==> config.mk <==
export PLATFORM = sky130hd
export DESIGN_NAME = hscm_div
export DESIGN_NICKNAME = d
export VERILOG_FILES = /design/src/hdl/hscm_pkg.sv /design/src/hdl/hscm_div.sv
export SDC_FILE = /design/constraint.sdc
export NUM_CORES = 2
export LEC_CHECK = 0
export ABC_AREA = 1
export ABC_CLOCK_PERIOD_IN_PS = 2060
export CAP_MARGIN = 20
export CORE_ASPECT_RATIO = 0.5
export CORE_MARGIN = 2
export CORE_UTILIZATION = 30
export CTS_BUF_LIST = sky130_fd_sc_hd__clkbuf_2 sky130_fd_sc_hd__clkbuf_4 sky130_fd_sc_hd__clkbuf_8
export DETAILED_ROUTE_END_ITERATION = 16
export DONT_BUFFER_PORTS = 1
export SLEW_MARGIN = 20
export SYNTH_ARGS = -nofsm -noshare
export SYNTH_HDL_FRONTEND = slang
export SYNTH_SLANG_ARGS = --single-unit
==> constraint.sdc <==
create_clock -name clk -period 2.06 [get_ports clk]
set_input_delay 0.103 -clock clk [delete_from_list [all_inputs] [get_ports clk]]
set_output_delay 0.103 -clock clk [all_outputs]
set_load 0.1 [all_outputs]
==> src/hdl/hscm_pkg.sv <==
// shared constants, register codes and the pipeline item type of the site coordinate mapper
`default_nettype none
package hscm_pkg;

    localparam int MAX_DIMS     = 4;
    localparam int COORD_BITS   = 12;
    localparam int INDEX_BITS   = 24;
    localparam int LOC_BITS     = COORD_BITS + 1;
    localparam int REG_BITS     = 48;
    localparam int DIMS_BITS    = 3;
    localparam int CFG_IDX_BITS = 3;

    localparam logic [CFG_IDX_BITS-1:0] REG_DIMS     = CFG_IDX_BITS'(0);
    localparam logic [CFG_IDX_BITS-1:0] REG_SLICE    = CFG_IDX_BITS'(1);
    localparam logic [CFG_IDX_BITS-1:0] REG_COUNTS   = CFG_IDX_BITS'(2);
    localparam logic [CFG_IDX_BITS-1:0] REG_LATTICE  = CFG_IDX_BITS'(3);
    localparam logic [CFG_IDX_BITS-1:0] REG_POSITION = CFG_IDX_BITS'(4);

    localparam logic [DIMS_BITS-1:0] RST_DIMS     = DIMS_BITS'(MAX_DIMS);
    localparam logic [REG_BITS-1:0]  RST_ALL_ONES = REG_BITS'(48'h0010_0100_1001);

    // payload that rides along the divider chains
    typedef struct packed {
        logic [MAX_DIMS-1:0][LOC_BITS-1:0]   x;
        logic [MAX_DIMS-1:0][COORD_BITS-1:0] g;
        logic                                halo;
        logic                                err;
    } item_t;

endpackage
`default_nettype wire

==> src/hdl/hscm_div.sv <==
// pipelined restoring divider, one quotient bit per stage, with a payload riding along
`default_nettype none
module hscm_div (
    input  wire logic                                clk,
    input  wire logic                                rst_n,
    input  wire logic                                en,
    input  wire logic                                in_valid,
    input  wire hscm_pkg::item_t                     in_side,
    input  wire logic [hscm_pkg::INDEX_BITS-1:0]     dividend,
    input  wire logic [hscm_pkg::LOC_BITS-1:0]       divisor,
    output logic                                     out_valid,
    output hscm_pkg::item_t                          out_side,
    output logic [hscm_pkg::INDEX_BITS-1:0]          quot,
    output logic [hscm_pkg::LOC_BITS-1:0]            rem
);

    localparam int IW = hscm_pkg::INDEX_BITS;
    localparam int RW = hscm_pkg::LOC_BITS;

    logic                   v_reg    [IW];
    hscm_pkg::item_t        side_reg [IW];
    logic [IW-1:0]          n_reg    [IW];
    logic [RW-1:0]          r_reg    [IW];

    logic                   v_in     [IW];
    hscm_pkg::item_t        side_in  [IW];
    logic [IW-1:0]          n_in     [IW];
    logic [RW-1:0]          r_in     [IW];
    logic [RW:0]            trial    [IW];
    logic [RW:0]            diff     [IW];
    logic                   ge       [IW];

    genvar s;
    generate
        for (s = 0; s < IW; s++)
        begin : g_stage
            if (s == 0)
            begin : g_first
                assign v_in[s]    = in_valid;
                assign side_in[s] = in_side;
                assign n_in[s]    = dividend;
                assign r_in[s]    = '0;
            end
            else
            begin : g_next
                assign v_in[s]    = v_reg[s-1];
                assign side_in[s] = side_reg[s-1];
                assign n_in[s]    = n_reg[s-1];
                assign r_in[s]    = r_reg[s-1];
            end

            // shift in the next dividend bit and try the subtract
            assign trial[s] = {r_in[s], n_in[s][IW-1]};
            assign diff[s]  = trial[s] - {1'b0, divisor};
            assign ge[s]    = (trial[s] >= {1'b0, divisor});

            always_ff @(posedge clk or negedge rst_n)
            begin
                if (!rst_n)
                begin
                    v_reg[s] <= 1'b0;
                end
                else if (en)
                begin
                    v_reg[s] <= v_in[s];
                end
            end

            always_ff @(posedge clk)
            begin
                if (en)
                begin
                    side_reg[s] <= side_in[s];
                    n_reg[s]    <= {n_in[s][IW-2:0], ge[s]};
                    r_reg[s]    <= ge[s] ? diff[s][RW-1:0] : trial[s][RW-1:0];
                end
            end
        end
    endgenerate

    assign out_valid = v_reg[IW-1];
    assign out_side  = side_reg[IW-1];
    assign quot      = n_reg[IW-1];
    assign rem       = r_reg[IW-1];

endmodule
`default_nettype wire

; ---- After elaboration in Yosys (flattened, before gate mapping)
; Memory sizes are Yosys's and may differ from the RTL's.
; Index checks and enable logic that the tools add are counted.
[classes]
add_sub_neg = 24
order_cmp = 24
mux = 26
[op_table]
columns = operator, n
row1 = $ge A14 B13 Y1, 23
row2 = $mux W13, 24
row3 = $sub A13 B13 Y13, 23
row4 = $ge A1 B13 Y1, 1
row5 = $sub A1 B13 Y13, 1
row6 = $mux W1, 2
[word_totals]
reg_bits = 24
ramBits = 3336
in_bits = 143
output_inout_bits = 140
word_cells = 101
n_memories = 3
[mem_list]
columns = memory, words, width, rd, rd_clocked_by_memory_dff, wr, line
row1 = side_reg, 24, 102, 24, 0, 24, hscm_div.sv:21  ; hscm_pkg::item_t side_reg [IW];
row2 = n_reg, 24, 24, 24, 0, 24, hscm_div.sv:22  ; logic [IW-1:0] n_reg [IW];
row3 = r_reg, 24, 13, 24, 0, 24, hscm_div.sv:23  ; logic [RW-1:0] r_reg [IW];

; ---- Logic depth before layout (Yosys ltp)
; An unclocked memory read counts as a cell.
[logic_depth]
word_depth = 3
depth_mapped = 12
ltp_nobuf = 11

; ---- Least setup slack after synthesis
; Ideal clock, no wire load.
[synth_path]
kind = in2reg
start = input divisor[5] in the netlist's numbering
end = memory r_reg[1][72] in the netlist's numbering (data pin)
setup_time_ns = 0.253
t_arrival_ns = 1.839
required_time_ns = 1.807
setup_slack_ns = -0.032
cell_stages = 11
n_path_buf = 1
cell_sequence = inv_1 ha_1 nand2_1 inv_1 nand2_1 nand3_1 nand2_2 nand3_4 buf_12 nand2_2 o21ai_2
[synth_rtl]
columns = element, line
row1 = start: declaration, hscm_div.sv:10  ; input wire logic [hscm_pkg::LOC_BITS-1:0] divisor,
row2 = end: declaration, hscm_div.sv:23

==> impl_metrics.env <==
export IMPL_rows=168
export IMPL_p_leak_nw=61.2
export IMPL_grt_ovfl_total=0
export IMPL_route_final_wire_length_um=242000
export IMPL_outcome="complete, but fails checks"
export IMPL_area_growth_pct=23.8
export IMPL_grt_pass1_wl_um=365000
export IMPL_fmax_mhz=481
export IMPL_h_tree_depth=5
export IMPL_routed_via_density=4.11
export IMPL_gp_congestion=0.840
export IMPL_hold_path_class="primary input to flop"
export IMPL_min_path_cells=7
export IMPL_r2r_cells=10
export IMPL_clock_skew_ns=0.0905
export IMPL_port_buffers=0
export IMPL_crit_buf_inv=7
export IMPL_crit_path_end_kind="flop"
export IMPL_slowest_delay_ns=0.58
export IMPL_dpl_hpwl_um=157000
export IMPL_r2r_slack_ns=0.05
export IMPL_setup_ws_ns=-0.0176
export IMPL_yosysWarnings=0
export IMPL_cts_clk_slew_worst_paths_ns=0.06
export IMPL_largest_register_ffs=2448
export IMPL_ys_seq_area_share_pct=79.8
export IMPL_rsz0062_at_grt="true"
export IMPL_drc=0
export IMPL_dieHeight_um=463
export IMPL_crit_slowest_cell="dlygate4sd3_1"
export IMPL_startpoint="divisor[4]"
export IMPL_synthCells=8058
export IMPL_cp_required_ns=2.98
export IMPL_synthesis_nets=8525
export IMPL_wire_per_inst_um=15.3
export IMPL_clock_latency_ns=1.10
export IMPL_core_um2=419000
export IMPL_synth_xor_area_share_pct=1.01
export IMPL_cellPowerDensity_nw_per_um2=1220
export IMPL_endpoint="r_reg[0][4]"
export IMPL_finalMaxSlewViolations=0
export IMPL_final_nets=10300
export IMPL_tns_ns=-0.0176
export IMPL_die_x_um=921
export IMPL_nFillCells=39000
export IMPL_dieArea_um2=426000
export IMPL_cts_tree="built"
export IMPL_ant_nets=0
export IMPL_timing_rr_end="r_reg[0][17]"
export IMPL_timing_rr_start="r_reg[0][11]"
export IMPL_utilization_pct=37.3
export IMPL_ctsRootBufferMaster="clkbuf_8"
export IMPL_via_count=65100
export IMPL_grt_start_max_net_pins=116
export IMPL_vdd_ir_drop_worst_mv=0.584
export IMPL_slew_limit_headroom_pct=52.9
export IMPL_crit_path_frequent_cell="dlygate4sd3_1"
export IMPL_ys_types=39
export IMPL_synth_fa_ha_area_share_pct=3.35
export IMPL_cpLargestDelayFamily="buffers and inverters"
export IMPL_muxShareOfSynthArea_pct=0.0178
export IMPL_synth_compound_area_share_pct=1.51
export IMPL_path_cells="dlygate4sd3_1 > inv_1 > buf_12 > buf_12 > nand4_1 > nor2_1 > nand3_1 > dlygate4sd3_1 > nand2_2 > clkinvlp_4 > nor2_1 > dlygate4sd3_1"
export IMPL_violations="setup timing"
export IMPL_synth_seq_cells=3360
export IMPL_grt_usage_pct=10.9
export IMPL_fin_crit_ns=2.08
export IMPL_cts_buffer_depth=4
export IMPL_path_depth=12
export IMPL_final_hold_viol_count=0
export IMPL_layout_drive_gt1_share_pct=24.2
export IMPL_syn_area_per_cell_um2=15.7
export IMPL_grt_pass1_vias=64900
export IMPL_syn_area_um2=126000
export IMPL_start_kind="primary input"
export IMPL_antenna_found_initial=27
export IMPL_cts_buffers_inserted=472
export IMPL_synth_top_family_by_area="simple AND/OR/NAND/NOR gates"
export IMPL_drtIter0Drc=3862
export IMPL_dr_pass1_iters=5
export IMPL_num_io_pins=283
export IMPL_numClockSinks=3360
export IMPL_final_setup_viol_count=1
export IMPL_path_class="primary input to flop"
export IMPL_post_route_period_util_pct=101
export IMPL_maxCapViolations=0
export IMPL_start_util_pct=30.1
export IMPL_critPathMaxFanout=8
export IMPL_synthSimpleGateAreaFrac_pct=10.5
export IMPL_critPathArrivalTime_ns=3.00
export IMPL_tightest_slew_ns=0.704
==> final cells by class <==
cell class                 instances  area, um^2  area share [%]
tap                             5610        7020            4.49
multi-input combinational       3577       22300            14.3
clock buffer                     610        7560            4.84
clock inverter                   262        1800            1.15
inverter                        1061        3990            2.55
antenna                            2        5.00         0.00320
timing repair buffer            1364       12800            8.20
sequential                      3360      101000            64.5
==> power by group <==
group          switching, mW  internal, mW
clock                   25.1          26.5
sequential              3.81          84.3
combinational           28.9          21.3
==> stage by stage <==
step           power (mW)  setup WS [ns]  cells  hold slack, ns  area (um^2)
4_1_cts               190        -0.0552  15800         0.00538       154000
6_report              190        -0.0176  15800          0.0237       156000
5_1_grt               202        -0.0412  15800       -0.000587       156000
2_1_floorplan         118        0.00172   8058          -0.193       126000
3_5_place_dp          136         -0.134  14600          -0.192       141000
3_3_place_gp          136         -0.109  14600          -0.192       141000
==> cells by family (layout without fill, tap and decap cells) <==
family | Yosys count | after routing
other | 0 | 2
xor gates and xnor gates | 146 | 146
adders and majority gates | 324 | 324
DFF | 3360 | 3360
and+or+nand+nor | 2809 | 2818
buffers and inverters | 1130 | 3297
AOI/OAI and AO/OA | 287 | 287
muxes | 2 | 2
==> placed cells by master, fill, tap and decap left out, types with 22 or more instances in the layout <==
cell type	count
ha_4	73
inv_2	60
dlygate4sd3_1	299
nand4_1	257
a21oi_1	97
o21ai_2	60
clkbuf_4	133
xor2_1	121
nand3_1	238
nor2_1	173
dfrtp_1	24
ha_1	209
xnor2_1	23
nand2_2	141
o21ai_1	91
nor2_4	40
buf_4	906
a21oi_4	22
nand2_1	1708
inv_1	999
edfxtp_1	3336
nor2_2	54
nand3_2	143
clkinv_1	150
clkbuf_8	477
clkinv_2	58
nand3_4	31
buf_12	122
==> synthesized netlist by cell type, drive strengths merged <==
cell type	n	share of area (%)
a21oi	120	0.68
and2	10	0.058
buf	65	0.56
clkbuf	4	0.012
dfrtp	24	0.48
edfxtp	3336	79
fa	23	0.36
ha	301	3.0
inv	1061	3.2
mux2	2	0.018
nand2	1864	5.8
nand2b	1	0.0050
nand3	403	2.3
nand4	258	1.3
nor2	267	1.1
nor3	5	0.020
nor4	1	0.0050
o21ai	167	0.83
xnor2	23	0.16
xor2	123	0.85
==> worst min-delay path: cells and delay by family <==
kind          cells  cell delay, ns
xor+xnor          1            0.06
fa+ha+maj         1            0.19
buf+inv           3            0.42
simple gates      2            0.09
==> timing repair <==
action,4_1_cts,5_1_grt
setup buffers,7,74
gates resized for setup,46,246
gates cloned,5,9
setup endpoints to repair,112,275
endpoints found under the hold margin,3594,30
hold buffers,308,3
pin swaps,8,66
==> per-layer routing <==
layer  global-route usage (%)  wire [um]  up-vias
li1                         -          -    32200
met1                     14.7     111000    31200
met2                     17.3     110000     1213
met3                     2.22      11800      562
met4                     4.21       9040       22
met5                        0        144        -
==> worst min-delay path by stage <==
stage	slack, ns	end	from
floorplan	-0.19	out_valid	rst_n
global placement	-0.19	v_in[4]	rst_n
detailed placement	-0.19	v_in[0]	rst_n
CTS	0.005	r_reg[1][97]	divisor[6]
global route	-0.0006	r_reg[0][70]	divisor[5]
finish	0.02	r_reg[0][83]	divisor[5]
Power figures use the tool's default switching activity.
